<file path="src/sv/hwcc_pkg.sv">
package hwcc_pkg;

  // Heat source codes; code three counts as "other"
  localparam logic [1:0] SRC_WOOD = 2'd1;
  localparam logic [1:0] SRC_OIL  = 2'd2;

  // Configuration register indexes
  localparam logic [1:0] CFG_WATER_SETPOINT = 2'd0;
  localparam logic [1:0] CFG_OIL_HYSTERESIS = 2'd1;
  localparam logic [1:0] CFG_DWELL_LIMIT    = 2'd2;

  // Reset values of the configuration registers
  localparam logic [6:0] SETPOINT_RST    = 7'd55;
  localparam logic [5:0] HYSTERESIS_RST  = 6'd5;
  localparam logic [7:0] DWELL_LIMIT_RST = 8'd120;

  // Temperature margins in degrees
  localparam logic signed [9:0] WOOD_FULL_MARGIN = 10'sd3;
  localparam logic signed [9:0] BUFFER_MARGIN    = 10'sd6;
  localparam logic signed [9:0] BOILER_MARGIN    = 10'sd5;

  localparam logic [7:0] DWELL_MAX = 8'd255;

  typedef enum logic [2:0] {
    MODE_IDLE        = 3'd0,
    MODE_CHOOSE      = 3'd1,
    MODE_WOOD_FULL   = 3'd2,
    MODE_WOOD_DECIDE = 3'd3,
    MODE_WOOD_DWELL  = 3'd4,
    MODE_OIL_FULL    = 3'd5,
    MODE_OIL_CHARGE  = 3'd6
  } mode_t;

  typedef struct packed {
    logic              enable;
    logic [1:0]        heat_source;
    logic signed [7:0] water_temp;
    logic signed [7:0] buffer_temp;
    logic signed [7:0] boiler_temp;
    logic              tick;
  } in_item_t;

  typedef struct packed {
    logic       pump_on;
    logic       burner_on;
    logic [2:0] mode_now;
  } out_item_t;

  typedef struct packed {
    logic [6:0] water_setpoint;
    logic [5:0] oil_hysteresis;
    logic [7:0] dwell_limit;
  } cfg_t;

  typedef struct packed {
    mode_t      mode;
    logic       pump;
    logic       burner;
    logic [7:0] dwell_count;
  } ctrl_state_t;

endpackage

</file>
<file path="src/sv/hot_water_charge_controller.sv">
// Hot water charge controller. Each request is one evaluation of the tank
// controller (enable, heat source, water/buffer/boiler temperatures, tick)
// and yields exactly one result: pump drive, burner request and the mode
// after the step. The state update is one pass of logic into the state and
// result registers, so a request is taken every cycle and its result shows
// on the following cycle; the only limit on throughput is the result
// register, which takes a new request whenever it is empty or being drained
// in the same cycle. Config registers (setpoint, oil hysteresis, dwell limit)
// are written via cfg_we/cfg_index/cfg_wdata, an index past the last ignored;
// the user must write them only while the block is idle; nothing enforces it.
module hot_water_charge_controller (
  input  logic                  clk,
  input  logic                  rst_n,
  input  logic                  in_valid,
  output logic                  in_stall,
  input  hwcc_pkg::in_item_t    in_data,
  output logic                  out_valid,
  input  logic                  out_stall,
  output hwcc_pkg::out_item_t   out_data,
  input  logic                  cfg_we,
  input  logic [1:0]            cfg_index,
  input  logic [7:0]            cfg_wdata
);

  hwcc_pkg::cfg_t        cfg_r;
  hwcc_pkg::ctrl_state_t state_r;
  hwcc_pkg::ctrl_state_t state_nxt;
  hwcc_pkg::out_item_t   out_data_r;
  logic                  out_valid_r;
  logic                  in_take;

  // Result register frees up when empty or drained this cycle
  assign in_stall = out_valid_r && out_stall;
  assign in_take  = in_valid && !in_stall;

  // Configuration registers
  always_ff @(posedge clk) begin
    if (!rst_n) begin
      cfg_r.water_setpoint <= hwcc_pkg::SETPOINT_RST;
      cfg_r.oil_hysteresis <= hwcc_pkg::HYSTERESIS_RST;
      cfg_r.dwell_limit    <= hwcc_pkg::DWELL_LIMIT_RST;
    end else if (cfg_we) begin
      unique case (cfg_index)
        hwcc_pkg::CFG_WATER_SETPOINT: cfg_r.water_setpoint <= cfg_wdata[6:0];
        hwcc_pkg::CFG_OIL_HYSTERESIS: cfg_r.oil_hysteresis <= cfg_wdata[5:0];
        hwcc_pkg::CFG_DWELL_LIMIT:    cfg_r.dwell_limit    <= cfg_wdata;
        default: ;
      endcase
    end
  end

  // Next-state logic
  hwcc_step u_step (
    .cur  (state_r),
    .item (in_data),
    .cfg  (cfg_r),
    .nxt  (state_nxt)
  );

  // Controller state
  always_ff @(posedge clk) begin
    if (!rst_n) begin
      state_r.mode        <= hwcc_pkg::MODE_IDLE;
      state_r.pump        <= 1'b0;
      state_r.burner      <= 1'b0;
      state_r.dwell_count <= '0;
    end else if (in_take) begin
      state_r <= state_nxt;
    end
  end

  // Result register
  always_ff @(posedge clk) begin
    if (!rst_n) begin
      out_valid_r <= 1'b0;
    end else if (in_take) begin
      out_valid_r <= 1'b1;
    end else if (!out_stall) begin
      out_valid_r <= 1'b0;
    end
  end

  always_ff @(posedge clk) begin
    if (in_take) begin
      out_data_r.pump_on   <= state_nxt.pump;
      out_data_r.burner_on <= state_nxt.burner;
      out_data_r.mode_now  <= 3'(state_nxt.mode);
    end
  end

  assign out_valid = out_valid_r;
  assign out_data  = out_data_r;

endmodule

</file>
<file path="src/sv/hwcc_step.sv">
module hwcc_step (
  input  hwcc_pkg::ctrl_state_t cur,
  input  hwcc_pkg::in_item_t    item,
  input  hwcc_pkg::cfg_t        cfg,
  output hwcc_pkg::ctrl_state_t nxt
);

  logic signed [9:0] water_s;
  logic signed [9:0] buffer_s;
  logic signed [9:0] boiler_s;
  logic signed [9:0] sp_s;
  logic signed [9:0] hyst_s;
  logic              wood_sel;
  logic              oil_sel;
  logic              below_wood;
  logic              below_oil;
  logic              at_setpoint;
  logic              buffer_hot;
  logic              boiler_hot;
  logic              dwell_done;
  hwcc_pkg::ctrl_state_t rule;

  // Sign-extend temperatures, zero-extend settings
  assign water_s  = {{2{item.water_temp[7]}}, item.water_temp};
  assign buffer_s = {{2{item.buffer_temp[7]}}, item.buffer_temp};
  assign boiler_s = {{2{item.boiler_temp[7]}}, item.boiler_temp};
  assign sp_s     = {3'b000, cfg.water_setpoint};
  assign hyst_s   = {4'b0000, cfg.oil_hysteresis};

  assign wood_sel    = (item.heat_source == hwcc_pkg::SRC_WOOD);
  assign oil_sel     = (item.heat_source == hwcc_pkg::SRC_OIL);
  assign below_wood  = water_s < (sp_s - hwcc_pkg::WOOD_FULL_MARGIN);
  assign below_oil   = water_s < (sp_s - hyst_s);
  assign at_setpoint = water_s >= sp_s;
  assign buffer_hot  = (buffer_s - hwcc_pkg::BUFFER_MARGIN) > water_s;
  assign boiler_hot  = (water_s + hwcc_pkg::BOILER_MARGIN) < boiler_s;
  assign dwell_done  = cur.dwell_count > cfg.dwell_limit;

  // State rule for the current mode
  always_comb begin
    rule = cur;
    unique case (cur.mode)
      hwcc_pkg::MODE_IDLE: begin
        if (item.enable) rule.mode = hwcc_pkg::MODE_CHOOSE;
      end
      hwcc_pkg::MODE_CHOOSE: begin
        if (!item.enable)  rule.mode = hwcc_pkg::MODE_IDLE;
        else if (wood_sel) rule.mode = hwcc_pkg::MODE_WOOD_FULL;
        else if (oil_sel)  rule.mode = hwcc_pkg::MODE_OIL_FULL;
      end
      hwcc_pkg::MODE_WOOD_FULL: begin
        if (!item.enable)    rule.mode = hwcc_pkg::MODE_IDLE;
        else if (!wood_sel)  rule.mode = hwcc_pkg::MODE_CHOOSE;
        else if (below_wood) rule.mode = hwcc_pkg::MODE_WOOD_DECIDE;
      end
      hwcc_pkg::MODE_WOOD_DECIDE: begin
        if (!item.enable) begin
          rule.pump = 1'b0;
          rule.mode = hwcc_pkg::MODE_IDLE;
        end else if (!wood_sel) begin
          rule.pump = 1'b0;
          rule.mode = hwcc_pkg::MODE_CHOOSE;
        end else if (at_setpoint) begin
          rule.pump = 1'b0;
          rule.mode = hwcc_pkg::MODE_WOOD_FULL;
        end else begin
          // decide once, then hold for the dwell time
          rule.pump        = buffer_hot;
          rule.mode        = hwcc_pkg::MODE_WOOD_DWELL;
          rule.dwell_count = '0;
        end
      end
      hwcc_pkg::MODE_WOOD_DWELL: begin
        if (dwell_done) rule.mode = hwcc_pkg::MODE_WOOD_DECIDE;
      end
      hwcc_pkg::MODE_OIL_FULL: begin
        if (!item.enable)  rule.mode = hwcc_pkg::MODE_IDLE;
        else if (!oil_sel) rule.mode = hwcc_pkg::MODE_CHOOSE;
        else if (below_oil) begin
          rule.mode   = hwcc_pkg::MODE_OIL_CHARGE;
          rule.burner = 1'b1;
        end
      end
      hwcc_pkg::MODE_OIL_CHARGE: begin
        if (!item.enable || !oil_sel) begin
          rule.mode   = item.enable ? hwcc_pkg::MODE_CHOOSE : hwcc_pkg::MODE_IDLE;
          rule.pump   = 1'b0;
          rule.burner = 1'b0;
        end else if (at_setpoint) begin
          rule.mode   = hwcc_pkg::MODE_OIL_FULL;
          rule.pump   = 1'b0;
          rule.burner = 1'b0;
        end else if (boiler_hot) begin
          rule.pump = 1'b1;
        end
      end
      default: begin
        // unused mode code falls back to idle, outputs kept
        rule.mode = hwcc_pkg::MODE_IDLE;
      end
    endcase
  end

  // Tick advances the dwell counter after the rule, saturating
  always_comb begin
    nxt = rule;
    if (item.tick && (rule.dwell_count != hwcc_pkg::DWELL_MAX)) begin
      nxt.dwell_count = rule.dwell_count + 8'd1;
    end
  end

endmodule

</file>
<file path="config.mk">
export PLATFORM = sky130hd
export DESIGN_NAME = hot_water_charge_controller
export DESIGN_NICKNAME = d
export VERILOG_FILES = /design/src/sv/hwcc_pkg.sv /design/src/sv/hot_water_charge_controller.sv /design/src/sv/hwcc_step.sv
export SDC_FILE = /design/constraint.sdc
export NUM_CORES = 1
export LEC_CHECK = 0
export ABC_CLOCK_PERIOD_IN_PS = 4200
export BUFFER_PORTS_ARGS = -buffer_cell sky130_fd_sc_hd__buf_2
export CAP_MARGIN = 20
export CORE_MARGIN = 4
export CORE_UTILIZATION = 35
export DETAILED_ROUTE_END_ITERATION = 10
export SKIP_CTS_REPAIR_TIMING = 1
export SLEW_MARGIN = 5
export SYNTH_ARGS = -nofsm -noshare
export SYNTH_HDL_FRONTEND = slang
export SYNTH_SLANG_ARGS = --single-unit
export TNS_END_PERCENT = 100
</file>
<file path="constraint.sdc">
create_clock -name clk -period 4.2 [get_ports clk]
set_input_delay 0.63 -clock clk [delete_from_list [all_inputs] [get_ports clk]]
set_output_delay 0.63 -clock clk [all_outputs]
set_load 0.005 [all_outputs]
</file>
==> impl_metrics.sql <==
INSERT INTO impl_metrics (metric_group, metric, value, unit) VALUES
('floorplan', 'floorplan.initialDensity', '36.34', '%'),
('clock_network', 'numCtsBuffers', '5', ''),
('yosys', 'synth_edf_count', '5', ''),
('pwr', 'total_leakage_power', '1.893', 'nW'),
('floorplan', 'die_h', '109.2', 'um'),
('yosys', 'ys_seq_elements', '40', ''),
('final_layout', 'insertedDiodeCount', '0', ''),
('route', 'detail-route-antenna-nets', '0', ''),
('yosys', 'ys_dominant_reg_cell', 'dfxtp_1', ''),
('place', 'finalWeightedCongestion', '0.8675', ''),
('place', 'place_area', '3959', 'um2'),
('critical_path', 'critical_path_peak_fanout', '6', ''),
('yosys', 'synth_cells', '440', ''),
('yosys', 'yosys.area_share.adder', '20.45', '%'),
('final_layout', 'syn2layout_area_growth', '13.54', '%'),
('route', 'drt-initial-drc-count', '185', ''),
('critical_path', 'critical_path.slowest_cell', 'fa_1', ''),
('sta', 'tightest_slew', '0.6302', 'ns'),
('final_layout', 'fin_area', '4070', 'um2'),
('sta', 'min_period_over_period', '82.22', '%'),
('yosys', 'synth_top_family_by_area', 'compound AO/OA/AOI/OAI gates', ''),
('yosys', 'synth_mux_area_share', '2.792', '%'),
('critical_path', 'cp.arrival', '3.51', 'ns'),
('yosys', 'post-synth-top-area-cell', 'ha_1', ''),
('floorplan', 'core_area', '9864', 'um2'),
('route', 'vias_per_cell', '5.156', ''),
('pwr', 'vdd_ir_drop_max', '0.0001186', 'V'),
('sta', 'setup-tns-final', '0', 'ns'),
('flow_run', 'drv_cap', '0', ''),
('route', 'met2_wirelength', '4.274', 'mm'),
('grt', 'wire_length_of_the_first_global_routing_pass', '15.00', 'mm'),
('clock_network', 'cts.root.buffer_cell', 'clkbuf_8', ''),
('sta', 'final.min_clock_period', '3.453', 'ns'),
('grt', 'number_of_antenna_violations_at_the_first_check_in_global_routing', '0', ''),
('route', 'postRouteWirelength', '8.995', 'mm'),
('yosys', 'ys_top_cells_by_count', 'ha_1 (57), inv_1 (54), nand2_1 (39)', ''),
('final_layout', 'post_route_cells_drive_above_1_share', '14.34', '%'),
('floorplan', 'fp.dieArea', '11920', 'um2'),
('hold_path', 'min_to', 'cfg_r[9]$_SDFFE_PN0P_', ''),
('route', 'wl_met3', '462', 'um'),
('yosys', 'synth_top_area_share', '19.90', '%'),
('critical_path', 'reg2regPathDepth', '17', ''),
('yosys', 'ys_types', '69', ''),
('hold_path', 'worst_hold_startpoint', 'cfg_r[9]$_SDFFE_PN0P_', ''),
('critical_path', 'rr_endpoint', 'out_data[0]$_DFFE_PP_', ''),
('floorplan', 'die_x', '109.2', 'um'),
('route', 'dr.max_layer_used', 'met4', ''),
('sta', 'finalHoldViolations', '0', ''),
('place', 'number_of_port_buffers', '49', ''),
('critical_path', 'timing_worst_setup_path_type', 'flop to flop', ''),
('critical_path', 'critical_path.endpoint_type', 'flop', ''),
('yosys', 'post_synthesis_instance_area', '3585', 'um2'),
('clock_network', 'number_of_clock_sinks_seen_by_cts', '40', ''),
('yosys', 'synth_compound_gate_area_share', '21.36', '%'),
('critical_path', 'crit_path_max_incr_delay', '0.39', 'ns'),
('yosys', 'async_reset_ff_share', '0', '%'),
('pwr', 'power_density', '249.0', 'nW/um2'),
('floorplan', 'pin_count', '50', ''),
('outcome', 'run_status', 'complete, no violations', ''),
('sta', 'timing.clock.skew', '0.01359', 'ns'),
('clock_network', 'clock_tree.buffer_depth', '2', ''),
('sta', 'slew_violations', '0', ''),
('yosys', 'yosys_warnings', '0', ''),
('grt', 'groute.usage.overall', '15.73', '%'),
('critical_path', 'worst-r2r-setup-slack', '0.75', 'ns'),
('grt', 'globalRoute.totalOverflow', '0', ''),
('place', 'detailed_place_hpwl', '7.255', 'mm'),
('route', 'remaining_drc_errors', '0', ''),
('grt', 'grt_max_degree', '20', ''),
('sta', 'max_freq', '289.6', 'MHz'),
('clock_network', 'cts-htree-levels', '2', '');
per-stage QoR:
stage               hold slack (ns)  cells  total power [mW]  setup slack [ns]  util [%]
detailed placement           0.4910    613            0.6957            0.7896     40.13
floorplan                    0.4514    440            0.6060             1.087         -
global route                 0.5459    621             1.075            0.4343     41.26
finish                       0.5011    621             1.013            0.7466     41.26
global placement             0.4772    613            0.6841            0.8595     40.13
CTS                          0.5122    621             1.021            0.7696     41.26
per-layer routing:
metal	track usage, %	vias up
met2	27.11	75
met3	2.309	10
met4	4.274	0
met5	0	-
li1	-	1652
met1	20.46	1465
how the worst max path moves through the flow:
| stage | from | endpoint | slack [ns] | cells past startpoint |
|---|---|---|---|---|
| 6_report | cfg_r[14]$_SDFFE_PN1P_ | out_data[0]$_DFFE_PP_ | 0.75 | 17 |
| 5_1_grt | cfg_r[14]$_SDFFE_PN1P_ | out_data[0]$_DFFE_PP_ | 0.43 | 17 |
| 4_1_cts | cfg_r[15]$_SDFFE_PN1P_ | out_data[0]$_DFFE_PP_ | 0.77 | 14 |
| 3_5_place_dp | cfg_r[15]$_SDFFE_PN1P_ | out_data[0]$_DFFE_PP_ | 0.79 | 14 |
| 3_3_place_gp | in_data[23] | state_r[5]$_SDFFE_PN0P_ | 0.86 | 12 |
| 2_1_floorplan | in_data[23] | state_r[5]$_SDFFE_PN0P_ | 1.09 | 12 |
placed cells by master (no fill, tap or decap), drive strengths merged, types with 3 or more instances in the layout:
| cell | netlist | layout |
|---|---|---|
| nand3 | 12 | 12 |
| a21o | 3 | 3 |
| inv | 54 | 54 |
| nand3b | 4 | 4 |
| nand4 | 5 | 5 |
| nor3 | 8 | 8 |
| and3 | 3 | 3 |
| o211ai | 8 | 8 |
| o21ai | 26 | 26 |
| edfxtp | 5 | 5 |
| xor2 | 3 | 3 |
| xnor2 | 19 | 19 |
| mux2i | 10 | 10 |
| or2 | 3 | 3 |
| a21oi | 37 | 37 |
| nand2b | 3 | 3 |
| dfxtp | 35 | 35 |
| buf | 2 | 50 |
| nor2 | 27 | 27 |
| o21bai | 3 | 3 |
| nor4 | 4 | 4 |
| a211oi | 4 | 4 |
| nand2 | 39 | 39 |
| clkbuf | 8 | 5 |
| and2 | 6 | 6 |
| o21a | 5 | 5 |
| ha | 57 | 57 |
| a211o | 4 | 4 |
| nor2b | 9 | 9 |
worst max-delay path, delay by kind of cell, from the launching register on:
family / cells / cell delay (ns)
and+or+nand+nor: 5 / 0.77
adders and majority gates: 3 / 0.82
AOI/OAI and AO/OA: 6 / 0.93
DFF: 1 / 0.37
buffers and inverters: 2 / 0.17
xor gates and xnor gates: 1 / 0.14
cell families (layout without fill, tap and decap cells):
family,count (synthesis),after routing
buffers and inverters,65,113
XOR/XNOR,22,22
AO/OA/AOI/OAI,111,111
AND/OR/NAND/NOR,134,134
flip-flops,40,40
multiplexers,10,10
adder cells (fa/ha/maj),58,58
where the power goes:
group          internal [mW]  total [mW]  switching [mW]
clock network          0.176       0.328           0.152
registers              0.403       0.420          0.0168
logic                  0.118       0.266           0.148
total                  0.697        1.01           0.316
final cells by class:
class                      instances  area (um2)
multi-input combinational        335        2482
timing repair buffer              50       252.7
clock inverter                     3       42.54
sequential                        40       850.8
tap                              133       166.4
inverter                          55       206.4
fill                             993        5794
clock buffer                       5       68.82
state kept, by name, summed over array words and instances (netlist names):
name       count
cfg_r         21
state_r       13
out_valid      1
out_data       5
(Power assumes the default switching activity.)
